**config.mk**
```make
export PLATFORM = sky130hd
export DESIGN_NAME = crcc_cell
export DESIGN_NICKNAME = d
export VERILOG_FILES = /design/src/rtl/crcc_pkg.sv /design/src/rtl/crcc_cell.sv
export SDC_FILE = /design/constraint.sdc
export NUM_CORES = 1
export LEC_CHECK = 0
export ABC_CLOCK_PERIOD_IN_PS = 3350
export BUFFER_PORTS_ARGS = -buffer_cell sky130_fd_sc_hd__clkbuf_2
export CAP_MARGIN = 20
export CORE_UTILIZATION = 40
export CTS_CLUSTER_DIAMETER = 80
export DETAILED_ROUTE_END_ITERATION = 8
export PLACE_DENSITY = 0.76
export SYNTH_ARGS = -nofsm -noshare
export SYNTH_HDL_FRONTEND = slang
export SYNTH_SLANG_ARGS = --single-unit
```
**constraint.sdc**
```tcl
create_clock -name clk -period 3.35 [get_ports clk]
set_input_delay 0.335 -clock clk [delete_from_list [all_inputs] [get_ports clk]]
set_output_delay 0.335 -clock clk [all_outputs]
set_load 0.005 [all_outputs]
```
**src/rtl/crcc_pkg.sv**
```systemverilog
// shared types, constants and helpers for the rank/coordinate converter
// no dependencies
`default_nettype none
package crcc_pkg;

  localparam int MAX_DIM   = 1024;
  localparam int DW        = 11;
  localparam int CW        = 10;
  localparam int RW        = 30;
  localparam int DIV1_STEPS = RW;
  localparam int DIV2_STEPS = 20;
  localparam int N_CELLS   = DIV1_STEPS + DIV2_STEPS;

  localparam logic [2:0] REG_DIM_X    = 3'd0;
  localparam logic [2:0] REG_DIM_Y    = 3'd1;
  localparam logic [2:0] REG_DIM_Z    = 3'd2;
  localparam logic [2:0] REG_PERIODIC = 3'd3;
  localparam logic [2:0] REG_ORDER    = 3'd4;

  localparam logic OP_RANK2COORD = 1'b0;
  localparam logic OP_COORD2RANK = 1'b1;

  typedef struct packed {
    logic          vld;
    logic          op;
    logic          nul;
    logic [2:0]    ord;
    logic [RW-1:0] rank;
    logic [RW-1:0] num;
    logic [DW-1:0] rem;
    logic [DW-1:0] dv;
    logic [DW-1:0] dv2;
    logic [CW-1:0] cf;
  } cell_t;

  // axis index (0 x, 1 y, 2 z) of fastest, middle, slowest axis
  function automatic logic [5:0] axis_seq(input logic [2:0] ord);
    logic [5:0] s;
    case (ord)
      3'd1:    s = {2'd1, 2'd2, 2'd0};
      3'd2:    s = {2'd0, 2'd1, 2'd2};
      3'd3:    s = {2'd0, 2'd2, 2'd1};
      3'd4:    s = {2'd1, 2'd0, 2'd2};
      3'd5:    s = {2'd2, 2'd0, 2'd1};
      default: s = {2'd2, 2'd1, 2'd0};
    endcase
    return s; // {slow, mid, fast}
  endfunction

  function automatic logic [DW-1:0] clamp_dim(input logic [DW-1:0] d);
    logic [DW-1:0] r;
    if (d == '0) r = DW'(1);
    else if (d > DW'(MAX_DIM)) r = DW'(MAX_DIM);
    else r = d;
    return r;
  endfunction

endpackage
`default_nettype wire

```
**src/rtl/crcc_cell.sv**
```systemverilog
// one restoring division step of the divider chain, registered
// depends on crcc_pkg
`default_nettype none
module crcc_cell
  import crcc_pkg::*;
(
  input  wire logic  clk,
  input  wire logic  rst_n,
  input  wire logic  en,
  input  wire cell_t d_in,
  output cell_t      d_out
);
  cell_t         q_r, q_nxt;
  logic [DW-1:0] rem_ext;

  always_comb begin
    q_nxt   = d_in;
    rem_ext = {d_in.rem[DW-2:0], d_in.num[RW-1]};
    q_nxt.num = {d_in.num[RW-2:0], 1'b0};
    if (rem_ext >= d_in.dv) begin
      q_nxt.rem    = rem_ext - d_in.dv;
      q_nxt.num[0] = 1'b1;
    end else begin
      q_nxt.rem = rem_ext;
    end
  end

  always_ff @(posedge clk) begin
    if (!rst_n) begin
      q_r.vld <= 1'b0;
    end else if (en) begin
      q_r <= q_nxt;
    end
  end

  assign d_out = q_r;
endmodule
`default_nettype wire

```
==> results of run 1 <==
how the worst max path moves through the flow:
stage / slack [ns] / cells after the start / endpoint / startpoint
finish: 1.14 / 11 / d_out[42]$_DFFE_PP_ / d_in[72]
global route: 1.03 / 11 / d_out[42]$_DFFE_PP_ / d_in[72]
CTS: 1.15 / 11 / d_out[42]$_DFFE_PP_ / d_in[72]
detailed placement: 0.76 / 11 / d_out[42]$_DFFE_PP_ / d_in[72]
global placement: 0.81 / 11 / d_out[42]$_DFFE_PP_ / d_in[72]
floorplan: 0.05 / 1 / d_out[0]$_DFFE_PP_ / en
cell type report:
class / instances / share of cell area, %
multi-input combinational: 78 / 12.6
tap: 133 / 3.05
clock buffer: 12 / 2.48
inverter: 14 / 0.964
timing repair buffer: 223 / 20.6
clock inverter: 4 / 0.459
sequential: 109 / 59.8
where the power goes:
part	internal, mW	total, mW	switching [mW]
clock	0.270	0.670	0.400
combinational	0.187	0.368	0.181
sequential	1.61	1.63	0.0242
total	2.07	2.67	0.605
kinds of logic after synthesis:
kind of cell | after synthesis | synth area share (%)
adders and majority gates | 12 | 3.92
and+or+nand+nor | 16 | 2.18
AOI/OAI and AO/OA | 32 | 5.60
DFF | 109 | 81.1
muxes | 11 | 3.76
xor gates and xnor gates | 7 | 1.52
buffers and inverters | 16 | 1.87
synth_stat cells (all sizes together):
library cell	n
a21o	6
dfxtp	1
nor4	1
buf	2
nand2	2
xnor2	6
mux2i	2
o21ai	3
nand3	2
a2111o	1
nor2b	2
o22ai	1
nand4	1
nor2	4
o211ai	2
a21boi	2
ha	11
clkinv	1
xor2	1
a221oi	1
nor3	1
a21oi	12
o21a	2
and3	1
mux2	9
edfxtp	108
fa	1
and2	1
a31oi	2
inv	13
and4	1
routing by layer:
| metal | track usage [%] | vias up | wire, um |
|---|---|---|---|
| met5 | 0 | - | 0 |
| met3 | 3.69 | 21 | 618 |
| met2 | 31.2 | 119 | 5120 |
| met1 | 17.7 | 1245 | 3330 |
| met4 | 11.3 | 0 | 343 |
| li1 | - | 1252 | - |
==> key figures, run 1 <==
Status
  • Outcome: completed

Min path
  • HP Start: d_in[2]
  • Hold Crit Class: in -> reg
  • Worst Hold Path Cells: 1
  • Hold Crit Endpoint: d_out[2]$_DFFE_PP_

Timing
  • Hold Fails Final Rpt: 0
  • Setup violators final: 0
  • Max Fclk: 453 MHz
  • Slew Viols, Final: 0
  • Relative slew margins: 62.6%
  • Slew @ Worst Pin: 0.561 ns
  • Minimum hold slack: 0.153 ns
  • RSZ-0062 raised after global routing: false
  • Fin Setup TNS: 0 ns
  • Period utilization: 65.8%
  • Worst Clk Skew: 0 ns
  • Final min period: 2.21 ns
  • Final setup margin: 1.14 ns

CTS
  • CTS root buf: clkbuf_8
  • TritonCTS clock tree: built
  • H-tree Lvls: 3
  • CTS sink cnt: 109
  • Hold_buf cts: 0
  • PostCTS Resize Cnt: 0
  • Post-CTS Setup Inserts: 0
  • Worst-Skew Late Latency: 0.35 ns
  • Total CTS buffers: 9
  • Worst-path clk slew: 0.10 ns
  • Maximum clock path buffer count: 2

Setup path
  • CP Data Arrival Time: 2.32 ns
  • Crit Path Category: in -> reg
  • Crit path cell chain: clkbuf_2 > inv_1 > ha_1 > inv_1 > fa_1 > a21o_1 > a221oi_2 > o21ai_1 > a21oi_1 > xnor2_1 > mux2_2
  • R2R depth: 2
  • Crit path buf inv count: 3
  • Slowest CP cell: fa_1
  • Critical path's top delay family: compound AO/OA/AOI/OAI gates
  • Register-to-Register Setup Slack: 2.74 ns
  • Setup crit end kind: register
  • Critical Path Fanout Max: 2
  • Worst endpoint required time: 3.46 ns
  • CP Launch Type: input port
  • Worst reg2reg startpoint: d_out[108]$_SDFFE_PN0P_
  • Top cell by count, worst path: inv_1
  • Reg-to-reg endpoint: d_out[108]$_SDFFE_PN0P_
  • Crit-path max cell delay: 0.40 ns

Cells and area
  • ANT cells: 0
  • Most frequent cells in the layout: clkbuf_2 (219), edfxtp_1 (108), inv_1 (13), a21oi_1 (12), ha_1 (11)
  • Filler instances: 792
  • Area Overhead vs Synth: 35.6%
  • Sequential Area: 0.00326 mm2
  • Leading cell type in the layout, fill and taps excluded: clkbuf_2
  • Max FFs per register: 109
  • Area taken by multi-input logic gates: 686 um2
  • Layout Utilization: 55.8%
  • Final Instance Count excl. Fillers: 573
  • Post-route cell area: 0.00545 mm2
  • Nets@finish: 559
  • Share of cells above drive strength 1: 57.0%

Place
  • GPL Wtd Cong: 0.749
  • Placed insts: 557
  • Port Buffers: 219
  • Area after DPL: 0.00529 mm2
  • Dpl ws: 0.759 ns
  • HPWL after detailed placement: 7.51 mm

Synthesis
  • Post-synth top area share: 80.6%
  • Area contributors post-synth: edfxtp_1 (81%), ha_1 (3.4%), mux2_4 (3.0%)
  • Sequential fraction of the synthesis area: 81.1%
  • Ys Warns: 0
  • #FFs+latches synth: 109
  • Syn_nets: 327
  • Synth cell types: 37
  • Leading area contributor after synthesis: edfxtp_1
  • Syn Area/Cell: 19.8 um2
  • Netlist Area Pre-Place: 0.00402 mm2
  • Mapped Cells: 203

Die
  • FP Rows: 36
  • I/O pins: 221
  • Chip Width: 102 um
  • Chip height: 102 um
  • Core area: 0.00977 mm2
  • Die ar.: 0.0105 mm2
  • Initial Util: 41.1%

Global route
  • GRT Residual Overflow: 0
  • Vias in the first global route: 2448
  • First-pass GRT wire length: 12.7 mm
  • Tot GR Track Use: 17.1%
  • Initial antenna violation count: 0
  • Pin count of the biggest net entering global routing: 46

Pwr
  • Worst IR drop on VDD: 0.164 mV
  • Power Total: 2.67 mW
  • PwrDens: 490 mW/mm2
  • Leakage: 2.41 nW

Route
  • Wire per inst: 16.4 um
  • DR vias: 2637
  • Routed WL: 9.42 mm
  • DRC Markers: 0
  • DR pass1 iterations: 4
  • Post-DRT Antenna Nets: 0
  • Drt via density: 4.60
  • Drt initial violations: 88

Job
  • Max-Cap Viols: 0
Note: power is estimated with default switching activity, not from simulation.
==> run 2, diff against run 1 <==
Settings changed: ABC_AREA set to 1, ABC_CLOCK_PERIOD_IN_PS 3350 to 2100, CORE_UTILIZATION 40 to 45, PLACE_DENSITY 0.76 to 0.8.
Clock period 3.35 ns to 2.1 ns, I/O delays scaled along.
==> key figures, run 2 <==
Route
  • Drt via density: 4.77
  • DR pass1 iterations: 7
  • DR vias: 3131
  • Post-DRT Antenna Nets: 0
  • Routed WL: 11.0 mm
  • Wire per inst: 16.7 um
  • DRC Markers: 19
  • Drt initial violations: 131

Setup path
  • CP Data Arrival Time: 1.70 ns
  • Worst endpoint required time: 2.23 ns
  • Crit Path Category: in -> reg
  • CP Launch Type: input port
  • Top cell by count, worst path: nand2_1
  • Register-to-Register Setup Slack: 1.47 ns
  • Crit-path max cell delay: 0.44 ns
  • Critical Path Fanout Max: 3
  • Reg-to-reg endpoint: d_out[108]$_SDFFE_PN0P_
  • Slowest CP cell: fa_1
  • Crit path cell chain: clkbuf_2 > inv_1 > ha_1 > inv_1 > fa_1 > nand3_1 > nand3_1 > nand2_1 > nand2_1 > xor2_1 > nand2_1 > nand2_1
  • R2R depth: 2
  • Worst reg2reg startpoint: d_out[108]$_SDFFE_PN0P_
  • Setup crit end kind: register

Synthesis
  • Syn Area/Cell: 14.9 um2
  • Mapped Cells: 277
  • Leading area contributor after synthesis: edfxtp_1
  • Commonest register cell after synthesis: edfxtp_1
  • Area contributors post-synth: edfxtp_1 (78%), nand2_1 (5.4%), ha_1 (3.3%)
  • Syn_nets: 401
  • Most frequent cell after synthesis: edfxtp_1
  • Ys Warns: 0
  • Top cells by count, synth: edfxtp_1 (108), nand2_1 (60), inv_1 (35)
  • Post-synth top area share: 78.4%
  • Synth cell types: 21
  • Sequential fraction of the synthesis area: 78.8%
  • Netlist Area Pre-Place: 0.00414 mm2
  • EDFF count, synth: 108
  • #FFs+latches synth: 109
  • Ys async rst share: 0%

Timing
  • Setup violators final: 0
  • Relative slew margins: 60.6%
  • RSZ-0062 raised after global routing: false
  • Final min period: 1.57 ns
  • Hold Fails Final Rpt: 0
  • Worst Clk Skew: 0 ns
  • Final setup margin: 0.532 ns
  • Slew @ Worst Pin: 0.591 ns
  • Max Fclk: 638 MHz
  • Period utilization: 74.7%
  • Slew Viols, Final: 0

Cells and area
  • Final Instance Count excl. Fillers: 657
  • Max FFs per register: 109
  • Share of cells above drive strength 1: 46.1%
  • ANT cells: 0
  • Leading cell type in the layout, fill and taps excluded: clkbuf_2
  • Nets@finish: 668
  • Area Overhead vs Synth: 44.9%
  • Most frequent cells in the layout: clkbuf_2 (219), edfxtp_1 (108), nand2_1 (59), dlygate4sd3_1 (36), inv_1 (34)

CTS
  • PostCTS Resize Cnt: 0
  • Worst-path clk slew: 0.11 ns
  • CTS sink cnt: 109
  • CTS root buf: clkbuf_8
  • Total CTS buffers: 9
  • H-tree Lvls: 3
  • Worst-Skew Late Latency: 0.36 ns
  • Maximum clock path buffer count: 2
  • TritonCTS clock tree: built

Die
  • FP Rows: 34
  • Core area: 0.00881 mm2
  • Chip Width: 97.9 um
  • I/O pins: 221
  • Initial Util: 47.0%
  • Chip height: 97.9 um
  • Die ar.: 0.00959 mm2

Place
  • Dpl ws: 0.154 ns
  • HPWL after detailed placement: 7.59 mm
  • GPL Wtd Cong: 0.913
  • Placed insts: 605
  • Port Buffers: 219

Pwr
  • PwrDens: 777 mW/mm2
  • Leakage: 2.79 nW
  • Worst IR drop on VDD: 0.438 mV

Global route
  • Pin count of the biggest net entering global routing: 63
  • GRT Residual Overflow: 0
  • Vias in the first global route: 3161
  • First-pass GRT wire length: 16.2 mm
  • Tot GR Track Use: 22.6%
  • Initial antenna violation count: 0

Min path
  • Worst Hold Path Cells: 1
  • HP Start: d_in[105]
  • Hold Crit Endpoint: d_out[105]$_DFFE_PP_
  • Hold Crit Class: in -> reg

Status
  • Failing checks: design-rule violations
  • Outcome: finished, violations left

Job
  • Max-Cap Viols: 0
==> run 2: changes by cell type after synthesis, sizes merged, moves of 3 or more <==
cell	previous run	this run
a21o	6	0
a21oi	12	6
inv	13	36
mux2	9	0
nand2	2	65
nand3	2	25
nor2	4	12
xnor2	6	0
xor2	1	4
==> run 2: cell type report <==
type,instances,area (um2)
tap,108,135
sequential,109,3260
fill,623,2810
clock buffer,9,124
multi-input combinational,129,732
clock inverter,7,105
timing repair buffer,259,1500
inverter,36,139
==> run 2: stage by stage <==
| step | TNS, ns | area, um2 | utilization [%] | total power [mW] | hold slack [ns] |
|---|---|---|---|---|---|
| floorplan | -12.84 | 4160 | - | 2.92 | 0.303 |
| global placement | 0 | 5410 | 61.4 | 3.22 | 0.387 |
| detailed placement | 0 | 5410 | 61.4 | 3.24 | 0.389 |
| CTS | 0 | 5940 | 67.4 | 4.68 | 0.000203 |
| global route | 0 | 6000 | 68.1 | 4.84 | 0.000271 |
| finish | 0 | 6000 | 68.1 | 4.66 | 0.0172 |
==> run 2: layer usage <==
layer	GRT usage, %	share of wire [%]	wire length (um)	vias to the layer above
met4	9.21	2.7	295	0
met5	0	0	0	-
met2	43.0	55	6060	135
met1	23.6	34	3740	1476
met3	5.58	8.1	893	25
li1	-	-	-	1495
==> run 2: logic make-up after synthesis <==
family | share of synthesized area [%]
compound gates | 1.06
xor+xnor | 0.846
fa+ha+maj | 3.81
buf+inv | 3.87
flops | 78.8
simple gates | 11.6
==> run 2: how the worst max path moves through the flow <==
stage | depth (start not counted) | slack (ns) | start | endpoint
2_1_floorplan | 2 | -0.12 | rst_n | d_out[0]$_DFFE_PP_
3_3_place_gp | 11 | 0.19 | d_in[31] | d_out[42]$_DFFE_PP_
3_5_place_dp | 12 | 0.15 | d_in[72] | d_out[38]$_DFFE_PP_
4_1_cts | 12 | 0.57 | d_in[72] | d_out[38]$_DFFE_PP_
5_1_grt | 12 | 0.42 | d_in[72] | d_out[38]$_DFFE_PP_
6_report | 12 | 0.53 | d_in[72] | d_out[38]$_DFFE_PP_
==> run 2: timing repair <==
item,in CTS,in global routing
endpoints found under the setup margin,0,0
buffers inserted,0,0
hold buffers,30,6
hold endpoints to repair,30,6
==> run 2: worst max-delay path, delay by kind of cell <==
family | cells | cell delay [ns]
adders and majority gates | 2 | 0.58
buffers and inverters | 3 | 0.21
and+or+nand+nor | 6 | 0.55
xor gates and xnor gates | 1 | 0.15
==> run 2: power by group <==
part,leakage [nW],internal (mW),switching (mW)
Combinational,1.66,0.303,0.340
Sequential,1.02,2.57,0.0444
Clock,0.116,0.608,0.797
Total,2.79,3.48,1.18
==> run 3, diff against run 2 <==
Settings changed: ABC_CLOCK_PERIOD_IN_PS 2100 to 1300, CORE_UTILIZATION 45 to 40, PLACE_DENSITY 0.8 to 0.75.
Clock period 2.1 ns to 1.3 ns, I/O delays scaled along.
==> key figures, run 3 (synthesis results as in run 2) <==
CTS
  • CTS root buf: clkbuf_8
  • Worst-Skew Late Latency: 0.37 ns
  • Maximum clock path buffer count: 2
  • Worst-path clk slew: 0.11 ns
  • Total CTS buffers: 9
  • TritonCTS clock tree: built
  • CTS sink cnt: 109
  • H-tree Lvls: 3

Route
  • Top sig layer: met4
  • DR pass1 iterations: 4
  • Metal3 WL: 870 um
  • Post-DRT Antenna Nets: 0
  • DRC Markers: 0
  • Drt via density: 4.65
  • Length of routed met2 wiring: 7.22 mm
  • Drt initial violations: 201
  • Wire per inst: 17.3 um
  • WL met1: 4.91 mm
  • DR vias: 3639
  • Routed WL: 13.5 mm

Global route
  • Initial antenna violation count: 0
  • GRT Residual Overflow: 0
  • Vias in the first global route: 3867
  • Pin count of the biggest net entering global routing: 39
  • Tot GR Track Use: 25.7%
  • First-pass GRT wire length: 20.8 mm

Die
  • Chip height: 104 um
  • Core area: 0.00991 mm2
  • Chip Width: 104 um
  • Die ar.: 0.0108 mm2
  • Initial Util: 41.8%
  • I/O pins: 221
  • FP Rows: 36

Timing
  • Setup violators final: 0
  • Max Fclk: 807 MHz
  • Final setup margin: 0.0601 ns
  • Slew Viols, Final: 0
  • Relative slew margins: 82.2%
  • Hold Fails Final Rpt: 0
  • Final min period: 1.24 ns
  • Slew @ Worst Pin: 0.267 ns
  • Period utilization: 95.4%
  • Worst Clk Skew: 0 ns

Cells and area
  • Share of cells above drive strength 1: 52.3%
  • Leading cell type in the layout, fill and taps excluded: clkbuf_2
  • Nets@finish: 769
  • Filler instances: 651
  • ANT cells: 0
  • Most frequent cells in the layout: clkbuf_2 (218), edfxtp_1 (108), dlygate4sd3_1 (97), nand2_1 (47), buf_4 (38)
  • Area Overhead vs Synth: 74.9%
  • Final Instance Count excl. Fillers: 783
  • Max FFs per register: 109

Min path
  • Hold Crit Class: in -> reg

Place
  • GPL Wtd Cong: 0.855
  • Dpl ws: -0.397 ns
  • HPWL after detailed placement: 8.42 mm
  • Placed insts: 668
  • Port Buffers: 219

Pwr
  • Leakage: 3.27 nW
  • Power Total: 7.83 mW
  • PwrDens: 1080 mW/mm2
  • Worst IR drop on VDD: 0.520 mV

Setup path
  • Crit path cell chain: clkbuf_2 > clkinvlp_4 > ha_4 > nand3_4 > nand2_4 > nand2_2 > nand2_2 > nand2_4 > buf_4 > nand3_1 > nand2_1
  • Critical Path Fanout Max: 5
  • CP Launch Type: input port
  • Worst endpoint required time: 1.43 ns
  • Crit Path Category: in -> reg
  • Setup crit end kind: register
  • Slowest CP cell: ha_4
  • CP Data Arrival Time: 1.37 ns
  • Critical path's top delay family: simple AND/OR/NAND/NOR gates
  • Register-to-Register Setup Slack: 0.57 ns
  • Crit path buf inv count: 3
  • Crit-path max cell delay: 0.32 ns

Job
  • Max-Cap Viols: 0

Status
  • Outcome: completed
==> run 3: changes by cell type in the layout (fill, tap and decap cells not counted), sizes merged <==
cell / before / now
buf: 4 / 44
dlygate4sd3: 36 / 97
clkinvlp: 1 / 3
inv: 40 / 36
nand2: 65 / 66
clkbuf: 228 / 229
==> run 3: routing by layer <==
| layer | GRT usage, % | vias to the layer above |
|---|---|---|
| met2 | 47.4 | 179 |
| met1 | 27.7 | 1717 |
| li1 | - | 1704 |
| met4 | 11.8 | 0 |
| met3 | 6.04 | 39 |
| met5 | 0 | - |
==> run 3: through the flow <==
| stage | area [um2] | hold slack, ns | TNS (ns) | util (%) |
|---|---|---|---|---|
| 3_3_place_gp | 5980 | 0.308 | -3.67 | 60.3 |
| 2_1_floorplan | 4400 | 0.223 | -91.43 | - |
| 4_1_cts | 7140 | 0.0186 | 0 | 72.0 |
| 6_report | 7240 | 0.0721 | 0 | 73.1 |
| 5_1_grt | 7240 | 0.0485 | -0.0345 | 73.1 |
| 3_5_place_dp | 5980 | 0.309 | -4.07 | 60.3 |
==> run 3: power by group <==
part           leakage, nW  switching [mW]  internal (mW)
Clock               0.0961            1.15          0.918
Sequential            1.02          0.0791           4.15
Combinational         2.16           0.723          0.812
==> run 3: layout make-up <==
class / instances / area, um2 / area share [%]
Clock buffer: 11 / 131 / 1.81
Clock inverter: 5 / 66.3 / 0.916
Inverter: 36 / 153 / 2.11
Multi-Input combinational cell: 130 / 1020 / 14.0
Sequential cell: 109 / 3260 / 45.1
Tap cell: 133 / 166 / 2.30
Timing Repair Buffer: 359 / 2440 / 33.8
==> run 3: timing repair <==
action,in CTS,in global routing
setup buffers,0,1
hold buffers,96,1
setup endpoints to repair,0,11
hold endpoints to repair,96,1
resized for setup,0,21
==> run 3: path summary, 6_finish.rpt <==
path,start,to,cells after the start
setup / recovery,d_in[22],d_out[38]$_DFFE_PP_,11
hold / removal,en,d_out[108]$_SDFFE_PN0P_,2
hold reg to reg,d_out[108]$_SDFFE_PN0P_,d_out[108]$_SDFFE_PN0P_,2
setup reg to reg,d_out[108]$_SDFFE_PN0P_,d_out[108]$_SDFFE_PN0P_,2
